<file path="config.mk">
export PLATFORM = sky130hd
export DESIGN_NAME = modbus_guide_sensor_frame_receiver_core
export DESIGN_NICKNAME = d
export VERILOG_FILES = /design/src/mgsfr_pkg.sv /design/src/modbus_guide_sensor_frame_receiver_core.sv
export SDC_FILE = /design/constraint.sdc
export NUM_CORES = 1
export LEC_CHECK = 0
export ABC_AREA = 1
export BUFFER_PORTS_ARGS = -buffer_cell sky130_fd_sc_hd__buf_4
export CAP_MARGIN = 0
export CORE_ASPECT_RATIO = 1.75
export CORE_UTILIZATION = 50
export CTS_CLUSTER_SIZE = 28
export DETAILED_ROUTE_END_ITERATION = 16
export PLACE_DENSITY = 0.82
export SLEW_MARGIN = 20
export SYNTH_ARGS = -nofsm -noshare
export SYNTH_HDL_FRONTEND = slang
export SYNTH_SLANG_ARGS = --single-unit
</file>
<file path="constraint.sdc">
create_clock -name clk_i -period 8.9 [get_ports clk_i]
set_clock_uncertainty 0.2 [all_clocks]
set_input_delay 1.335 -clock clk_i [delete_from_list [all_inputs] [get_ports clk_i]]
set_output_delay 1.335 -clock clk_i [all_outputs]
set_load 0.01 [all_outputs]
</file>
<file path="src/mgsfr_pkg.sv">
package mgsfr_pkg;

  // Frame geometry of the read response.
  localparam int unsigned FrameLen = 21;
  localparam int unsigned CntW     = 5;

  // Header bytes that open a valid response.
  localparam logic [7:0] MaxAddr   = 8'h04;
  localparam logic [7:0] FuncRead  = 8'h04;
  localparam logic [7:0] ByteCount = 8'h10;

  // Modbus CRC-16 seed and reflected polynomial.
  localparam logic [15:0] CrcInit = 16'hFFFF;
  localparam logic [15:0] CrcPoly = 16'hA001;

  // Reset value of the idle limit register.
  localparam logic [15:0] IdleLimitRst = 16'd100;

  // Input beat: a received byte or an idle tick.
  typedef struct packed {
    logic       func;
    logic [7:0] data_byte;
  } in_item_t;

  // Result beat: one per completed frame.
  typedef struct packed {
    logic [1:0]  sensor_index;
    logic        crc_ok;
    logic        address_ok;
    logic        accepted;
    logic [15:0] pattern_word;
    logic        pattern_known;
    logic [1:0]  strip_count;
    logic [15:0] left_ofs;
    logic [15:0] mid_ofs;
    logic [15:0] right_ofs;
  } out_item_t;

endpackage

</file>
<file path="src/modbus_guide_sensor_frame_receiver_core.sv">
// Modbus RTU guide-sensor response receiver with bytewise CRC-16 check.
// Throughput: one input beat per cycle while in_ready_o is high; the bytewise
// CRC update and the frame decode both sit between the state registers and the
// result register. A result held there sends a new frame's result to the skid.
// in_ready_o drops only while both the result register and the skid register
// hold results. Reset is asynchronous, active low, and restarts the hunt.
module modbus_guide_sensor_frame_receiver_core (
  input  logic                 clk_i,
  input  logic                 rst_ni,
  input  logic                 in_valid_i,
  output logic                 in_ready_o,
  input  mgsfr_pkg::in_item_t  in_data_i,
  output logic                 out_valid_o,
  input  logic                 out_ready_i,
  output mgsfr_pkg::out_item_t out_data_o,
  input  logic                 cfg_we_i,
  input  logic [15:0]          cfg_wdata_i
);
  import mgsfr_pkg::*;

  typedef enum logic [3:0] {
    PhStart = 4'b0001,
    PhFunc  = 4'b0010,
    PhCount = 4'b0100,
    PhBody  = 4'b1000
  } phase_e;

  // Positions of the frame bytes that the decode needs.
  localparam logic [CntW-1:0] PosPatHi = CntW'(5);
  localparam logic [CntW-1:0] PosPatLo = CntW'(6);
  localparam logic [CntW-1:0] Pos13    = CntW'(13);
  localparam logic [CntW-1:0] Pos14    = CntW'(14);
  localparam logic [CntW-1:0] Pos15    = CntW'(15);
  localparam logic [CntW-1:0] Pos16    = CntW'(16);
  localparam logic [CntW-1:0] Pos17    = CntW'(17);
  localparam logic [CntW-1:0] Pos18    = CntW'(18);
  localparam logic [CntW-1:0] Pos19    = CntW'(19);
  localparam logic [CntW-1:0] LastPos  = CntW'(FrameLen - 1);
  localparam logic [CntW-1:0] CrcEnd   = CntW'(FrameLen - 2);
  localparam logic [CntW-1:0] EndCnt   = CntW'(FrameLen);

  // Strip pattern codes.
  localparam logic [15:0] PatNone   = 16'd0;
  localparam logic [15:0] PatOneA   = 16'd1;
  localparam logic [15:0] PatOneB   = 16'd2;
  localparam logic [15:0] PatTwoA   = 16'd3;
  localparam logic [15:0] PatOneC   = 16'd4;
  localparam logic [15:0] PatTwoB   = 16'd6;
  localparam logic [15:0] PatThree  = 16'd7;

  // One byte through the reflected CRC-16.
  function automatic logic [15:0] crc_feed(logic [15:0] crc, logic [7:0] b);
    logic [15:0] c;
    c = crc ^ {8'h00, b};
    for (int i = 0; i < 8; i++) begin
      if (c[0]) begin
        c = (c >> 1) ^ CrcPoly;
      end else begin
        c = c >> 1;
      end
    end
    return c;
  endfunction

  phase_e      phase_q, phase_d;
  logic [CntW-1:0] cnt_q, cnt_d;
  logic [15:0] crc_q, crc_d;
  logic [15:0] idle_q, idle_d;
  logic [15:0] idle_limit_q;

  // Frame bytes kept for the decode.
  logic [7:0] addr_q, pat_hi_q, pat_lo_q;
  logic [7:0] b13_q, b14_q, b15_q, b16_q, b17_q, b18_q, b19_q;

  out_item_t out_q, skid_q, res;
  logic      out_valid_q, skid_valid_q;

  logic            in_fire, emit, pop;
  logic [CntW-1:0] idx;
  logic [15:0]     idle_inc;

  assign in_fire = in_valid_i & in_ready_o;
  assign in_ready_o = ~skid_valid_q;
  assign pop = out_valid_q & out_ready_i;
  assign idx = (cnt_q >= EndCnt) ? LastPos : cnt_q;
  assign idle_inc = (idle_q == 16'hFFFF) ? idle_q : idle_q + 16'd1;

  // Parser state update for one beat.
  always_comb begin
    phase_d = phase_q;
    cnt_d   = cnt_q;
    crc_d   = crc_q;
    idle_d  = idle_q;
    emit    = 1'b0;
    if (in_fire) begin
      if (in_data_i.func) begin
        idle_d = idle_inc;
        if (idle_inc >= idle_limit_q) begin
          idle_d  = '0;
          phase_d = PhStart;
          cnt_d   = '0;
        end
      end else begin
        idle_d = '0;
        unique case (phase_q)
          PhStart: begin
            if (in_data_i.data_byte <= MaxAddr) begin
              crc_d   = crc_feed(CrcInit, in_data_i.data_byte);
              cnt_d   = CntW'(1);
              phase_d = PhFunc;
            end
          end
          PhFunc: begin
            if (in_data_i.data_byte == FuncRead) begin
              crc_d   = crc_feed(crc_q, in_data_i.data_byte);
              cnt_d   = CntW'(2);
              phase_d = PhCount;
            end else begin
              phase_d = PhStart;
            end
          end
          PhCount: begin
            if (in_data_i.data_byte == ByteCount) begin
              crc_d   = crc_feed(crc_q, in_data_i.data_byte);
              cnt_d   = CntW'(3);
              phase_d = PhBody;
            end else begin
              phase_d = PhStart;
            end
          end
          default: begin
            if (idx < CrcEnd) begin
              crc_d = crc_feed(crc_q, in_data_i.data_byte);
            end
            if (idx == LastPos) begin
              emit    = 1'b1;
              phase_d = PhStart;
              cnt_d   = '0;
            end else begin
              cnt_d = idx + CntW'(1);
            end
          end
        endcase
      end
    end
  end

  // Frame decode; the last byte is the one arriving now.
  always_comb begin
    logic [15:0] w13, w15, w17;
    logic        addr_ok, crc_ok, acc;
    w13     = {b13_q, b14_q};
    w15     = {b15_q, b16_q};
    w17     = {b17_q, b18_q};
    addr_ok = (addr_q >= 8'd1) && (addr_q <= MaxAddr);
    crc_ok  = (b19_q == crc_q[7:0]) && (in_data_i.data_byte == crc_q[15:8]);
    acc     = addr_ok & crc_ok;
    res = '0;
    res.sensor_index = addr_ok ? (addr_q[1:0] - 2'd1) : 2'd0;
    res.crc_ok       = crc_ok;
    res.address_ok   = addr_ok;
    res.accepted     = acc;
    res.pattern_word = {pat_hi_q, pat_lo_q};
    if (acc) begin
      unique case (res.pattern_word)
        PatNone: begin
          res.pattern_known = 1'b1;
        end
        PatOneA, PatOneB, PatOneC: begin
          res.pattern_known = 1'b1;
          res.strip_count   = 2'd1;
          res.left_ofs      = w15;
        end
        PatTwoA: begin
          res.pattern_known = 1'b1;
          res.strip_count   = 2'd2;
          res.left_ofs      = w15;
          res.mid_ofs       = w13;
        end
        PatTwoB: begin
          res.pattern_known = 1'b1;
          res.strip_count   = 2'd2;
          res.left_ofs      = w17;
          res.mid_ofs       = w15;
        end
        PatThree: begin
          res.pattern_known = 1'b1;
          res.strip_count   = 2'd3;
          res.left_ofs      = w17;
          res.mid_ofs       = w15;
          res.right_ofs     = w13;
        end
        default: begin
          res.pattern_known = 1'b0;
        end
      endcase
    end
  end

  // Control state and configuration.
  always_ff @(posedge clk_i or negedge rst_ni) begin
    if (!rst_ni) begin
      phase_q      <= PhStart;
      cnt_q        <= '0;
      crc_q        <= CrcInit;
      idle_q       <= '0;
      idle_limit_q <= IdleLimitRst;
    end else begin
      phase_q <= phase_d;
      cnt_q   <= cnt_d;
      crc_q   <= crc_d;
      idle_q  <= idle_d;
      if (cfg_we_i) begin
        idle_limit_q <= cfg_wdata_i;
      end
    end
  end

  // Capture of the frame bytes at their fixed positions.
  always_ff @(posedge clk_i) begin
    if (in_fire && !in_data_i.func) begin
      if (phase_q == PhStart) begin
        addr_q <= in_data_i.data_byte;
      end
      if (phase_q == PhBody) begin
        if (idx == PosPatHi) pat_hi_q <= in_data_i.data_byte;
        if (idx == PosPatLo) pat_lo_q <= in_data_i.data_byte;
        if (idx == Pos13) b13_q <= in_data_i.data_byte;
        if (idx == Pos14) b14_q <= in_data_i.data_byte;
        if (idx == Pos15) b15_q <= in_data_i.data_byte;
        if (idx == Pos16) b16_q <= in_data_i.data_byte;
        if (idx == Pos17) b17_q <= in_data_i.data_byte;
        if (idx == Pos18) b18_q <= in_data_i.data_byte;
        if (idx == Pos19) b19_q <= in_data_i.data_byte;
      end
    end
  end

  // Result register with a skid stage behind it.
  always_ff @(posedge clk_i or negedge rst_ni) begin
    if (!rst_ni) begin
      out_valid_q  <= 1'b0;
      skid_valid_q <= 1'b0;
    end else begin
      if (out_valid_q && !pop) begin
        if (emit) begin
          skid_valid_q <= 1'b1;
        end
      end else if (skid_valid_q) begin
        out_valid_q  <= 1'b1;
        skid_valid_q <= 1'b0;
      end else begin
        out_valid_q <= emit;
      end
    end
  end

  always_ff @(posedge clk_i) begin
    if (out_valid_q && !pop) begin
      if (emit) begin
        skid_q <= res;
      end
    end else if (skid_valid_q) begin
      out_q <= skid_q;
    end else if (emit) begin
      out_q <= res;
    end
  end

  assign out_valid_o = out_valid_q;
  assign out_data_o  = out_q;

endmodule

</file>
==> reports/qor.csv, run 1 <==
stage;metric;value;unit
status;outcome;complete, no violations;
floorplan;Rows;79;
detailed_routing;WL/cell;17.0;um
worst_setup_path;Crit Path Max Fanout;15;
synth;synthesized area;13500;um^2
cts;CTS Buf Count;26;
floorplan;Die W;126;um
cells_and_area;Diodes inserted;0;
synth;Top FF cell, synth;edfxtp_1;
detailed_routing;drt drc;0;
floorplan;die extent in y;219;um
detailed_routing;DRT Pass-1 Iters;6;
sta;fin crit period;4.42;ns
sta;Slew Limit Headroom;30.9;%
placement;Cell Area, Placed;14600;um^2
cts;clk sink count;283;
cells_and_area;Fillers;2171;
floorplan;Core Area;26600;um^2
synth;asr flop ratio synth;20.8;%
global_route;initial antenna violation count;0;
synth;area share of the largest cell type after synthesis;49.8;%
synth;synthesized flop and latch total;283;
placement;IO buf count;103;
detailed_routing;post-route ant nets;0;
cells_and_area;most frequent cells in the layout;nand2_1 (348), edfxtp_1 (224), inv_1 (153);
global_route;met3 usage;2.34;%
cts;clk slew on worst S/H paths;0.07;ns
synth;post-synthesis cell count;1368;
sta;Max Clk Rate;226;MHz
pwr;Pleak;6.59;nW
worst_setup_path;CP Class;register to register;
cts;# hold bufs at CTS;0;
pwr;NetSw;864;uW
cells_and_area;final net count;1520;
pwr;peak supply drop;0.141;mV
cells_and_area;non-filler cells, final;1802;
placement;HPWL after DPL;21400;um
cts;clock root cell;clkbuf_16;
cts;Clock Tree Buf Depth;3;
cts;TritonCTS clock tree;built;
synth;synth top area cells;edfxtp_1 (50%), nand2_1 (9.7%), dfrtp_1 (7.2%);
cells_and_area;share of post-route cells with drive strength above 1;13.8;%
worst_setup_path;endpoint class of the critical path;register;
sta;period utilisation layout;49.7;%
placement;placed cell count;1754;
pwr;Internal Power;2.30;mW
worst_setup_path;worst path required time;9.14;ns
floorplan;DIE AREA;27700;um^2
pwr;Seq pwr share;49.4;%
detailed_routing;total number of vias;10061;
cts;H-tree depth;1;
global_route;busiest layer in global routing;met2;
global_route;GRT overflow;0;
cells_and_area;Layout area overhead;14.3;%
detailed_routing;routed wire length;30600;um
worst_setup_path;critical path arrival;4.66;ns
pwr;logic gate share of total power;14.3;%
sta;Setup TNS;0;ns
sta;Final Setup Violations;0;
pwr;clock share of power;36.3;%
cts;Post-CTS Setup Bufs;0;
floorplan;IO Pins;104;
global_route;GRT Total Usage;22.5;%
cts;worst-skew pair later-pin latency;0.54;ns
cells_and_area;commonest non-fill, non-tap cell in the layout;nand2_1;
cts;quantity of gates resized following cts;0;
sta;Worst-Margin Slew;1.04;ns
run;Max-cap violations;0;
synth;EDFF count, synth;224;
floorplan;Initial Util;50.8;%
synth;syn_nets;1430;
global_route;largest net degree at the start of global routing;93;
worst_setup_path;startpoint types;register;
detailed_routing;DR iter-0 viols;1041;
detailed_routing;Vias/cell;5.58;
global_route;first-pass GRT wire length;49200;um
synth;Unique masters post-synth;47;
synth;Mean Syn Cell Area;9.87;um^2
cells_and_area;Final Cell Area;15400;um^2
pwr;sw frac;27.3;%
sta;fin. max-slew vios;0;
pwr;power per cell area;205;nW/um^2
global_route;vias in the first global route;9896;
placement;routability-driven placement congestion ratio;0.871;
worst_hold_path;worst min path class;register to register;
global_route;met2 Usage GRT;43.5;%
synth;post-synthesis sequential area ratio;60.9;%
synth;top cell type by total area after synthesis;edfxtp_1;
global_route;met1 track demand over resource;22.7;%
sta;RSZ-0062 raised after global routing;false;
sta;Final Hold Viols;0;
synth;yosys warns;0;
-- final cells by class --
| type | instances | area, um^2 | share of cell area [%] |
|---|---|---|---|
| Sequential cell | 283 | 8230 | 53.3 |
| Multi-Input combinational cell | 867 | 4440 | 28.7 |
| Timing Repair Buffer | 116 | 871 | 5.64 |
| Clock buffer | 31 | 691 | 4.47 |
| Inverter | 164 | 616 | 3.99 |
| Tap cell | 324 | 405 | 2.63 |
| Clock inverter | 17 | 191 | 1.24 |
-- metrics by stage --
stage	hold WS (ns)	worst slack (ns)	power (mW)	utilization (%)
floorplan	0.226	2.37	1.90	-
global placement	0.232	4.86	2.02	54.7
detailed placement	0.237	4.74	2.03	54.7
CTS	0.250	4.68	3.17	58.0
global route	0.267	4.20	3.30	58.1
finish	0.246	4.48	3.17	58.1
-- power groups by stage --
stage                     clock network (mW)  registers [mW]  logic, mW
after floorplan                            0            1.57      0.334
after global placement                     0            1.59      0.433
after detailed placement                   0            1.59      0.445
after CTS                               1.16            1.56      0.452
after global routing                    1.21            1.57      0.518
final                                   1.15            1.56      0.454
-- logic make-up after synthesis --
logic type	Yosys count	share of synthesized area (%)
AND/OR/NAND/NOR	623	20.1
buffers and inverters	218	6.48
flip-flops	283	60.9
multiplexers	2	0.167
AO/OA/AOI/OAI	185	7.77
adder cells (fa/ha/maj)	32	2.96
XOR/XNOR	25	1.62
-- synth_stat cells (all sizes together), types with 2 or more instances --
cell and number:
nand3b 2, buf 23, xnor2 12, dfstp 20, dfrtp 39, inv 162
mux2 2, nand3 108, xor2 13, a31oi 4, nand4 37, a21oi 17
edfxtp 224, a21boi 16, nor4 12, clkbuf 31, o22ai 2, clkinv 2
nor2 72, nor3 38, or2 2, o21ai 118, and2 2, o211ai 6
a22oi 17, ha 32, nand2 350
-- critical path, cell delays in order, from the launching register on --
cell and delay (ns):
dfrtp_1 0.40, ha_1 0.22, nand3_1 0.17, nor3_1 0.37, nand3_1 0.27, nor2_1 0.19, nand2_1 0.11, nand3b_1 0.11
and2_1 0.16, ha_1 0.25, nand2_1 0.07, inv_1 0.05, o21ai_0 0.09, nand2_1 0.11, a21oi_1 0.21, nand4_1 0.52
inv_1 0.56, nand3_1 0.14, o21ai_0 0.12
-- flip-flops by register name (all words and copies together) (netlist names), 4 cells and up --
name,cells
out_data_o,72
b13_q,8
skid_q,72
b17_q,8
b15_q,8
b14_q,8
cnt_q,5
b18_q,8
pat_lo_q,8
b19_q,8
phase_q,4
crc_q,16
addr_q,8
b16_q,8
idle_q,16
idle_limit_q,16
pat_hi_q,8
-- metal layers --
| metal | routed length (um) | vias to the layer above |
|---|---|---|
| met5 | 0 | - |
| met4 | 1840 | 0 |
| met3 | 1310 | 109 |
| met2 | 16800 | 352 |
| met1 | 10600 | 4775 |
| li1 | - | 4825 |
-- path summary, 6_finish.rpt --
path | start | to | slack [ns] | cells after the start
worst min register to register | pat_lo_q[5]$_DFFE_PP_ | skid_q[56]$_DFFE_PP_ | 0.25 | 0
worst min-delay path | pat_lo_q[5]$_DFFE_PP_ | skid_q[56]$_DFFE_PP_ | 0.25 | 0
worst max register to register | idle_q[0]$_DFFE_PN0P_ | idle_q[7]$_DFFE_PN0P_ | 4.48 | 18
min in group asynchronous | rst_ni | idle_limit_q[0]$_DFFE_PN0P_ | 0.69 | 1
worst max-delay path | idle_q[0]$_DFFE_PN0P_ | idle_q[7]$_DFFE_PN0P_ | 4.48 | 18
max in group asynchronous | rst_ni | skid_valid_q$_DFFE_PN0P_ | 7.27 | 1
No activity file was read; power rests on OpenSTA's default activity.
==> run 2: changes to the inputs <==
Clock period 8.9 ns to 3.6 ns, I/O delays scaled along.
==> reports/qor.csv, run 2 (synthesis results as in run 1) <==
stage;metric;value;unit;change
status;outcome;complete, no violations;;unchanged
cells_and_area;commonest non-fill, non-tap cell in the layout;nand2_1;;unchanged
global_route;met2 Usage GRT;43.0;%;was 43.5%
placement;placed cell count;1766;;was 1754
worst_setup_path;Crit Path Max Fanout;14;;was 15
worst_hold_path;worst min path class;input pin to register;;was register to register
pwr;Pleak;6.52;nW;was 6.59 nW
cells_and_area;Layout area overhead;16.1;%;was 14.3%
cells_and_area;Fillers;2071;;was 2171
pwr;power per cell area;493;nW/um^2;was 205 nW/um^2
sta;Final Setup Violations;0;;unchanged
cts;worst-skew pair later-pin latency;0.56;ns;was 0.54 ns
worst_setup_path;critical path arrival;3.54;ns;was 4.66 ns
sta;Final Hold Viols;0;;unchanged
floorplan;die extent in y;219;um;unchanged
global_route;vias in the first global route;9995;;was 9896
cts;H-tree depth;1;;unchanged
pwr;logic gate share of total power;15.1;%;was 14.3%
cells_and_area;Diodes inserted;0;;unchanged
cts;CTS Buf Count;26;;unchanged
pwr;overall power;7.74;mW;was 3.17 mW
global_route;met3 usage;2.68;%;was 2.34%
detailed_routing;DR iter-0 viols;827;;was 1041
detailed_routing;post-route ant nets;0;;unchanged
worst_setup_path;startpoint types;register;;unchanged
detailed_routing;DRT Pass-1 Iters;6;;unchanged
sta;RSZ-0062 raised after global routing;false;;unchanged
cts;Clock Tree Buf Depth;3;;unchanged
detailed_routing;total number of vias;10051;;was 10061
global_route;GRT overflow;0;;unchanged
sta;fin crit period;3.30;ns;was 4.42 ns
pwr;Internal Power;5.61;mW;was 2.30 mW
worst_setup_path;launch point of the worst path;idle_q[0]$_DFFE_PN0P_;;unchanged
pwr;clock share of power;35.1;%;was 36.3%
cells_and_area;most frequent cells in the layout;nand2_1 (348), edfxtp_1 (224), inv_1 (150);;was nand2_1 (348), edfxtp_1 (224), inv_1 (153)
pwr;NetSw;2.13;mW;was 864 uW
cts;clock root cell;clkbuf_16;;unchanged
sta;Worst-Margin Slew;0.858;ns;was 1.04 ns
placement;IO buf count;103;;unchanged
global_route;busiest layer in global routing;met2;;unchanged
cts;TritonCTS clock tree;built;;unchanged
cts;clk slew on worst S/H paths;0.07;ns;about the same
detailed_routing;routed wire length;30000;um;was 30600 um
worst_setup_path;endpoint class of the critical path;register;;unchanged
floorplan;IO Pins;104;;unchanged
cts;clk sink count;283;;unchanged
floorplan;Core Area;26600;um^2;unchanged
placement;Cell Area, Placed;14700;um^2;was 14600 um^2
pwr;sw frac;27.5;%;was 27.3%
sta;period utilisation layout;91.6;%;was 49.7%
floorplan;Die W;126;um;unchanged
global_route;initial antenna violation count;0;;unchanged
floorplan;Rows;79;;unchanged
detailed_routing;WL/cell;16.4;um;was 17.0 um
cells_and_area;share of post-route cells with drive strength above 1;14.8;%;was 13.8%
sta;fin. max-slew vios;0;;unchanged
cells_and_area;non-filler cells, final;1826;;was 1802
sta;Slew Limit Headroom;42.8;%;was 30.9%
cells_and_area;final net count;1544;;was 1520
cells_and_area;area of the multi-input gates;4480;um^2;was 4440 um^2
sta;Hold WS;0.0124;ns;was 0.246 ns
sta;Setup TNS;0;ns;unchanged
floorplan;Initial Util;50.8;%;unchanged
pwr;peak supply drop;0.390;mV;was 0.141 mV
global_route;largest net degree at the start of global routing;92;;was 93
worst_hold_path;Hold Crit Start;cfg_wdata_i[5];;was pat_lo_q[5]$_DFFE_PP_
run;Max-cap violations;0;;unchanged
global_route;first-pass GRT wire length;47900;um;was 49200 um
detailed_routing;Vias/cell;5.50;;was 5.58
global_route;met1 track demand over resource;21.5;%;was 22.7%
global_route;GRT Total Usage;22.0;%;was 22.5%
pwr;Seq pwr share;49.7;%;was 49.4%
floorplan;DIE AREA;27700;um^2;unchanged
worst_setup_path;worst r2r src;idle_q[0]$_DFFE_PN0P_;;unchanged
cells_and_area;Final Cell Area;15700;um^2;was 15400 um^2
worst_setup_path;CP Class;register to register;;unchanged
detailed_routing;drt drc;0;;unchanged
cts;Post-CTS Setup Bufs;0;;unchanged
cells_and_area;register area;8230;um^2;unchanged
placement;HPWL after DPL;21000;um;was 21400 um
worst_setup_path;worst path required time;3.84;ns;was 9.14 ns
sta;Max Clk Rate;303;MHz;was 226 MHz
placement;routability-driven placement congestion ratio;0.869;;was 0.871
==> run 2: cell count changes in the layout (fill, tap and decap cells not counted), moves of 2 or more <==
cell,change
dlygate4sd3_1,+12
inv_6,+2
nand3_1,-3
inv_1,-3
clkinv_2,+2
buf_4,+9
clkbuf_1,+3
nor3_2,-2
inv_2,+3
nand3_2,+3
buf_12,+3
==> run 2: metrics by stage <==
stage          setup WS [ns]  util [%]
6_report               0.303      59.0
5_1_grt               0.0406      59.0
4_1_cts               0.0676      58.9
3_5_place_dp          0.0899      55.3
3_3_place_gp           0.286      55.3
2_1_floorplan         -0.561         -
==> run 2: power groups by stage <==
stage | logic, mW | clock network (mW) | registers, mW
detailed placement | 1.13 | 0 | 3.91
floorplan | 0.850 | 0 | 3.88
finish | 1.17 | 2.72 | 3.85
global placement | 1.10 | 0 | 3.91
CTS | 1.16 | 2.75 | 3.85
global route | 1.33 | 2.87 | 3.86
==> run 2: worst max-delay path, cell delays in order, from the launching register on <==
cell     delay (ns)
dfrtp_1        0.40
ha_1           0.24
nand3_2        0.16
nor3_4         0.19
nand3_2        0.14
nor2_1         0.12
nand2_1        0.10
nor2_1         0.10
a21oi_1        0.09
ha_1           0.28
nand2_1        0.04
inv_1          0.06
nand3_1        0.10
nor3_1         0.23
nand3_1        0.10
nand4_1        0.12
buf_4          0.20
nand3_1        0.15
nand2_1        0.10
nand2_1        0.06
==> run 2: final timing paths <==
path,to,slack [ns],depth (start not counted)
setup / recovery,phase_q[1]$_DFFE_PN0P_,0.30,19
hold / removal,idle_limit_q[5]$_DFFE_PN1P_,0.01,3
setup reg to reg,phase_q[1]$_DFFE_PN0P_,0.30,19
hold reg to reg,skid_q[59]$_DFFE_PP_,0.25,0
max in group asynchronous,skid_valid_q$_DFFE_PN0P_,2.24,2
min in group asynchronous,out_valid_o$_DFFE_PN0N_,0.43,2
==> run 2: routing by layer <==
layer | part of all wire [%] | routed length, um | vias to the layer above
li1 | - | - | 4897
met1 | 35 | 10600 | 4738
met2 | 55 | 16600 | 316
met3 | 4.2 | 1260 | 100
met4 | 5.2 | 1570 | 0
met5 | 0 | 0 | -
==> run 2: area by class of cell <==
| class | count | area share (%) |
|---|---|---|
| clock buffers | 33 | 4.32 |
| clock inverters | 15 | 0.973 |
| inverters | 164 | 3.93 |
| multi-input cells | 867 | 28.6 |
| flip-flops and latches | 283 | 52.5 |
| well taps | 324 | 2.59 |
| repair buffers | 140 | 7.13 |
==> run 2: timing repair <==
| action | CTS | global route |
|---|---|---|
| endpoints found under the hold margin | 50 | 0 |
| resized for setup | 0 | 5 |
| hold buffers | 12 | 0 |
| setup endpoints to repair | 0 | 25 |
